File: src/hw/rtl/cubic_disorientation_search_assert.svh
// ----------------------------------------------------------------------------
// Cubic disorientation search: assertion macros
// Concurrent assertion wrappers; empty when SYNTHESIS is defined.
// ----------------------------------------------------------------------------
`ifndef CUBIC_DISORIENTATION_SEARCH_ASSERT_SVH
`define CUBIC_DISORIENTATION_SEARCH_ASSERT_SVH

`ifndef SYNTHESIS
// Check prop at every rising edge of clk, disabled while rstn is low.
`define CDS_ASSERT(lbl, clk, rstn, prop) \
  lbl: assert property (@(posedge clk) disable iff (!rstn) prop) \
    else $error("cds assertion failed");
// Check prop at every rising edge of clk, reset included.
`define CDS_ASSERT_ALWAYS(lbl, clk, prop) \
  lbl: assert property (@(posedge clk) prop) \
    else $error("cds assertion failed");
`else
`define CDS_ASSERT(lbl, clk, rstn, prop)
`define CDS_ASSERT_ALWAYS(lbl, clk, prop)
`endif

`endif

File: src/hw/rtl/cds_pkg.sv
// ----------------------------------------------------------------------------
// Cubic disorientation search package
// Shared constants, operand select codes and controller command bundle.
// ----------------------------------------------------------------------------
`timescale 1ns / 1ps

package cds_pkg;

  localparam int MaxSymmDefault   = 24;
  localparam int CompWidthDefault = 16;
  localparam int FracBits         = 14;
  localparam int CountWidth       = 5;
  localparam logic [CountWidth-1:0] SymCountReset = 5'd24;

  // Operand pairing for the shared quaternion multiplier
  typedef enum logic [1:0] {
    MUL_M   = 2'd0,  // B * conj(A)
    MUL_SIM = 2'd1,  // Si * M
    MUL_T   = 2'd2   // (Si * M) * Sj
  } mul_sel_e;

  typedef struct packed {
    logic     tbl_wr;
    logic     start;
    logic     rd_en;
    mul_sel_e sel;
    logic     store_m;
    logic     store_sim;
    logic     eval;
    logic     out_load;
  } cmd_t;

endpackage

File: src/hw/rtl/cds_ctrl.sv
// ----------------------------------------------------------------------------
// Cubic disorientation search controller
// Sequences table loads, the symmetry pair loops and result hand-off.
// ----------------------------------------------------------------------------
`timescale 1ns / 1ps

module cds_ctrl #(
  parameter int MAX_SYMM = cds_pkg::MaxSymmDefault
) (
  input  logic                                   clk_i,
  input  logic                                   rst_ni,
  input  logic                                   in_valid_i,
  output logic                                   in_ready_o,
  input  logic                                   mode_i,
  output logic                                   out_valid_o,
  input  logic                                   out_ready_i,
  input  logic                                   cfg_valid_i,
  output logic                                   cfg_ready_o,
  input  logic [cds_pkg::CountWidth-1:0]         cfg_data_i,
  output cds_pkg::cmd_t                          cmd_o,
  output logic [(MAX_SYMM > 1 ? $clog2(MAX_SYMM) : 1)-1:0] rd_addr_o
);

  localparam int IdxW = (MAX_SYMM > 1) ? $clog2(MAX_SYMM) : 1;
  localparam int CntW = $clog2(MAX_SYMM + 1);

  localparam logic [3:0] S_IDLE = 4'd0;
  localparam logic [3:0] S_MM1  = 4'd1;
  localparam logic [3:0] S_MM2  = 4'd2;
  localparam logic [3:0] S_MM3  = 4'd3;
  localparam logic [3:0] S_RDI  = 4'd4;
  localparam logic [3:0] S_SI1  = 4'd5;
  localparam logic [3:0] S_SI2  = 4'd6;
  localparam logic [3:0] S_SI3  = 4'd7;
  localparam logic [3:0] S_RDJ  = 4'd8;
  localparam logic [3:0] S_T1   = 4'd9;
  localparam logic [3:0] S_T2   = 4'd10;
  localparam logic [3:0] S_T3   = 4'd11;
  localparam logic [3:0] S_DONE = 4'd12;

  logic [3:0]                   state_q, state_d;
  logic [IdxW-1:0]              i_q, i_d, j_q, j_d;
  logic [CntW-1:0]              n_q, n_d;
  logic [cds_pkg::CountWidth-1:0] sym_count_q, sym_count_d;
  logic                         out_valid_q, out_valid_d;
  logic                         i_last, j_last;

  assign cfg_ready_o = 1'b1;
  assign in_ready_o  = (state_q == S_IDLE);
  assign out_valid_o = out_valid_q;

  assign i_last = ((CntW'(i_q) + CntW'(1)) == n_q);
  assign j_last = ((CntW'(j_q) + CntW'(1)) == n_q);

  always_comb begin
    state_d     = state_q;
    i_d         = i_q;
    j_d         = j_q;
    n_d         = n_q;
    sym_count_d = sym_count_q;
    out_valid_d = out_valid_q;
    cmd_o       = '0;
    cmd_o.sel   = cds_pkg::MUL_M;
    rd_addr_o   = i_q;

    if (cfg_valid_i) begin
      sym_count_d = cfg_data_i;
    end
    if (out_valid_q && out_ready_i) begin
      out_valid_d = 1'b0;
    end

    unique case (state_q)
      S_IDLE: begin
        if (in_valid_i) begin
          if (!mode_i) begin
            cmd_o.tbl_wr = 1'b1;
          end else begin
            cmd_o.start = 1'b1;
            if (int'(sym_count_q) > MAX_SYMM) begin
              n_d = CntW'(MAX_SYMM);
            end else begin
              n_d = CntW'(sym_count_q);
            end
            state_d = S_MM1;
          end
        end
      end
      S_MM1: begin
        cmd_o.sel = cds_pkg::MUL_M;
        state_d   = S_MM2;
      end
      S_MM2: begin
        state_d = S_MM3;
      end
      S_MM3: begin
        cmd_o.store_m = 1'b1;
        i_d           = '0;
        if (n_q == '0) begin
          state_d = S_DONE;
        end else begin
          state_d = S_RDI;
        end
      end
      S_RDI: begin
        cmd_o.rd_en = 1'b1;
        rd_addr_o   = i_q;
        state_d     = S_SI1;
      end
      S_SI1: begin
        cmd_o.sel = cds_pkg::MUL_SIM;
        state_d   = S_SI2;
      end
      S_SI2: begin
        state_d = S_SI3;
      end
      S_SI3: begin
        cmd_o.store_sim = 1'b1;
        j_d             = '0;
        state_d         = S_RDJ;
      end
      S_RDJ: begin
        cmd_o.rd_en = 1'b1;
        rd_addr_o   = j_q;
        state_d     = S_T1;
      end
      S_T1: begin
        cmd_o.sel = cds_pkg::MUL_T;
        state_d   = S_T2;
      end
      S_T2: begin
        state_d = S_T3;
      end
      S_T3: begin
        cmd_o.eval = 1'b1;
        if (!j_last) begin
          j_d     = j_q + IdxW'(1);
          state_d = S_RDJ;
        end else if (!i_last) begin
          i_d     = i_q + IdxW'(1);
          state_d = S_RDI;
        end else begin
          state_d = S_DONE;
        end
      end
      S_DONE: begin
        // hold until the previous result has been taken
        if (!out_valid_q) begin
          cmd_o.out_load = 1'b1;
          out_valid_d    = 1'b1;
          state_d        = S_IDLE;
        end
      end
      default: begin
        state_d = S_IDLE;
      end
    endcase
  end

  always_ff @(posedge clk_i or negedge rst_ni) begin
    if (!rst_ni) begin
      state_q     <= S_IDLE;
      i_q         <= '0;
      j_q         <= '0;
      n_q         <= '0;
      sym_count_q <= cds_pkg::SymCountReset;
      out_valid_q <= 1'b0;
    end else begin
      state_q     <= state_d;
      i_q         <= i_d;
      j_q         <= j_d;
      n_q         <= n_d;
      sym_count_q <= sym_count_d;
      out_valid_q <= out_valid_d;
    end
  end

endmodule

File: config.mk
export PLATFORM = sky130hd
export DESIGN_NAME = cds_ctrl
export DESIGN_NICKNAME = d
export VERILOG_FILES = /design/src/hw/rtl/cubic_disorientation_search_assert.svh /design/src/hw/rtl/cds_pkg.sv /design/src/hw/rtl/cds_ctrl.sv
export SDC_FILE = /design/constraint.sdc
export NUM_CORES = 1
export LEC_CHECK = 0
export BUFFER_PORTS_ARGS = -buffer_cell sky130_fd_sc_hd__buf_2
export CORE_ASPECT_RATIO = 0.75
export CORE_MARGIN = 2
export CORE_UTILIZATION = 50
export DETAILED_ROUTE_END_ITERATION = 6
export PLACE_DENSITY = 0.82
export SETUP_SLACK_MARGIN = 0.1
export SYNTH_ARGS = -nofsm -noshare
export SYNTH_HDL_FRONTEND = slang
export SYNTH_SLANG_ARGS = --single-unit
File: constraint.sdc
create_clock -name clk_i -period 2.5 [get_ports clk_i]
set_input_delay 0.5 -clock clk_i [delete_from_list [all_inputs] [get_ports clk_i]]
set_output_delay 0.5 -clock clk_i [all_outputs]
set_load 0.01 [all_outputs]
==> impl_metrics.csv <==
group,metric,value,unit
run_status,outcome,"finished clean",
finish,fin_nets,190,
yosys,synth.top_cell.area_share,0.376,
finish,regArea,631,um^2
clocking,cts_max_path_buffers,2,
floorplanning,initial_core_util,0.521,
critical_path,crit_path_end_kind,"flip-flop",
critical_path,r2r_setup_slack,190,ps
drt,vias,1229,
yosys,ys_ff_latch,25,
placement,place_ws,136,ps
yosys,synthXorXnorAreaFrac,0.0948,
global_route,grt_pass1_vias,1167,
yosys,syn_avg_cell_area,10.3,um^2
drt,wl,3210,um
timing,fin_skew,4.71,ps
clocking,numCtsBuffers,3,
yosys,synthAdderAreaFrac,0.0164,
finish,stdcell_area,1780,um^2
drt,dr.pass1.iters,4,
floorplanning,rows,17,
floorplanning,core_area,2940,um^2
timing,fin_ws,186,ps
power_and_ir_drop,p_leak,0.887,nW
drt,drt-initial-drc-count,60,
yosys,synth_most_common_cell,"dfrtp_1",
finish,fin_cells,214,
placement,port_buffers,26,
floorplanning,die_w,67.9,um
yosys,yosysUniqueCellTypes,46,
timing,hold_viol,0,
placement,detailed_place_hpwl,2520,um
critical_path,cp_data_required_time,2670,ps
yosys,yosys_warnings,0,
finish,final_layout_size_suffix_gt1_frac,0.369,
yosys,yosys.area_share.simple,0.186,
yosys,synth_area_leaders,"dfrtp_1 (38%), mux2_2 (10%), dfstp_2 (3.4%)",
critical_path,arrival,2480,ps
clocking,cts_tree,"yes",
floorplanning,die_h,51.9,um
finish,diodes,0,
clocking,htreeDepth,1,
timing,layout_worst_path_cycle_share,0.926,
critical_path,cp-start-kind,"flip-flop",
global_route,grt_pass1_wl,5280,um
placement,place_area,1710,um^2
yosys,synth_area_leader_cell,"dfrtp_1",
drt,postRouteAntennaNets,0,
critical_path,path_max_fanout,9,
timing,rsz0062_at_grt,"no",
drt,wire_per_inst,15.0,um
power_and_ir_drop,p_per_area,938,nW/um^2
yosys,ys_seq_area_frac,0.410,
timing,setup_viol_count_final,0,
drt,viasPerCell,5.74,
yosys,synth_top_family_by_area,"simple AND/OR/NAND/NOR gates",
timing,fmax,432,MHz
timing,final.setup.tns,0,ps
global_route,grt_max_degree,26,
timing,finalMaxSlewViolations,0,
timing,relSlewSlack,0.629,
yosys,syn-cell-area,1530,um^2
min_path,hp-class,"in2async",
yosys,syn_inst,148,
critical_path,crit_type,"reg2reg",
power_and_ir_drop,peakVddDrop,469,uV
global_route,antenna_found_initial,0,
placement,place_inst,210,
global_route,gr-usage-all-layers,0.204,
run,drv_cap,0,
clocking,clock-sinks,25,
clocking,clkSlewWorstSetupHoldPaths,90,ps
yosys,async_flop_share,1.00,
yosys,ys.flop_type,"dfrtp_1",
timing,whs,196,ps
yosys,synth_compound_area_frac,0.160,
timing,post-route-min-period,2310,ps
yosys,synthMuxAreaShare,0.103,
placement,gp_congestion,0.811,
finish,area_growth,16.1,%
global_route,grt_overflow,0,
floorplanning,boundaryPins,28,
clocking,cts_root_buf,"clkbuf_8",
yosys,synth_enable_flop_cells,0,
yosys,synth_fp_nets,161,
clocking,clock_latency,280,ps
finish,nFillCells,251,
finish,multiInputGateArea,881,um^2
timing,tightest_slew,557,ps
drt,drc,0,
yosys,ys_top_cells_by_count,"dfrtp_1 (23), mux2_2 (14), nand2_1 (14)",
floorplanning,dieArea,3520,um^2
clocking,cts_hold_buf,0,
[sequential cells by signal, indices dropped and copies added (netlist names)]
name and flops:
i_q 5, j_q 5, n_q 5, sym_count_q 5, state_q 4, out_valid_o 1
[report_power, final]
part | internal [mW] | switching [mW] | leakage [nW]
logic | 0.342 | 0.393 | 0.542
registers | 0.510 | 0.167 | 0.318
clock network | 0.117 | 0.138 | 0.0261
[cell families after synthesis]
group | Yosys count
buffers and inverters | 9
multiplexers | 14
adder cells (fa/ha/maj) | 2
flip-flops | 25
other | 1
AO/OA/AOI/OAI | 30
XOR/XNOR | 14
AND/OR/NAND/NOR | 53
[what timing repair did]
item / 4_1_cts / 5_1_grt
pin swaps: 0 / 2
endpoints found under the hold margin: 0 / 0
setup buffers: 0 / 0
resized for setup: 2 / 4
endpoints found under the setup margin: 5 / 8
cloned: 0 / 0
[placed cells by master (no fill, tap or decap), drive strengths merged, types with 2 or more instances in the layout]
cell type	count
and2	2
a221o	2
and3	2
dfrtp	23
a211oi	2
or2	2
nor3	6
a21o	3
ha	2
xor2	7
nor2	11
buf	29
inv	5
mux2	14
nand2b	3
nand4b	2
xnor2	6
nand3	5
o21ai	8
clkbuf	3
nand2	14
a22o	4
nor3b	2
a21oi	3
dfstp	2
[path summary, 6_finish.rpt]
path / endpoint / from / depth (start not counted)
max: i_q[4]$_DFFE_PN0P_ / j_q[0]$_DFFE_PN0P_ / 6
min: i_q[2]$_DFFE_PN0P_ / rst_ni / 1
min reg2reg: sym_count_q[2]$_DFFE_PN0P_ / sym_count_q[2]$_DFFE_PN0P_ / 1
max in group asynchronous: state_q[0]$_DFFE_PN0P_ / rst_ni / 1
min in group clk_i: sym_count_q[1]$_DFFE_PN0P_ / cfg_data_i[1] / 2
max reg2reg: i_q[4]$_DFFE_PN0P_ / j_q[0]$_DFFE_PN0P_ / 6
[routing by layer]
metal | routed length (um) | vias up | global-route usage
met4 | 13 | 0 | 0.0300
met1 | 1450 | 613 | 0.254
li1 | - | 591 | -
met3 | 100 | 2 | 0.0519
met2 | 1650 | 23 | 0.364
met5 | 0 | - | 0
[stage by stage]
step                 util  power [mW]
finish              0.605        1.67
global route        0.605        1.79
CTS                 0.601        1.65
detailed placement  0.581        1.38
global placement    0.581        1.34
floorplan               -        1.18
[cell type report]
cell class / instances / share of cell area
Tap cell: 38 / 0.0268
Inverter: 4 / 0.00845
Sequential cell: 25 / 0.355
Multi-Input combinational cell: 114 / 0.496
Clock inverter: 1 / 0.00493
Clock buffer: 3 / 0.0232
Timing Repair Buffer: 29 / 0.0859
[worst max-delay path, stage by stage (launching register included)]
cell       delay (ps)
dfrtp_1           440
ha_1              350
xor2_1            160
nor2_2            170
o2111ai_4         210
a2111o_1          500
a221o_1           380
(Power assumes the default switching activity.)
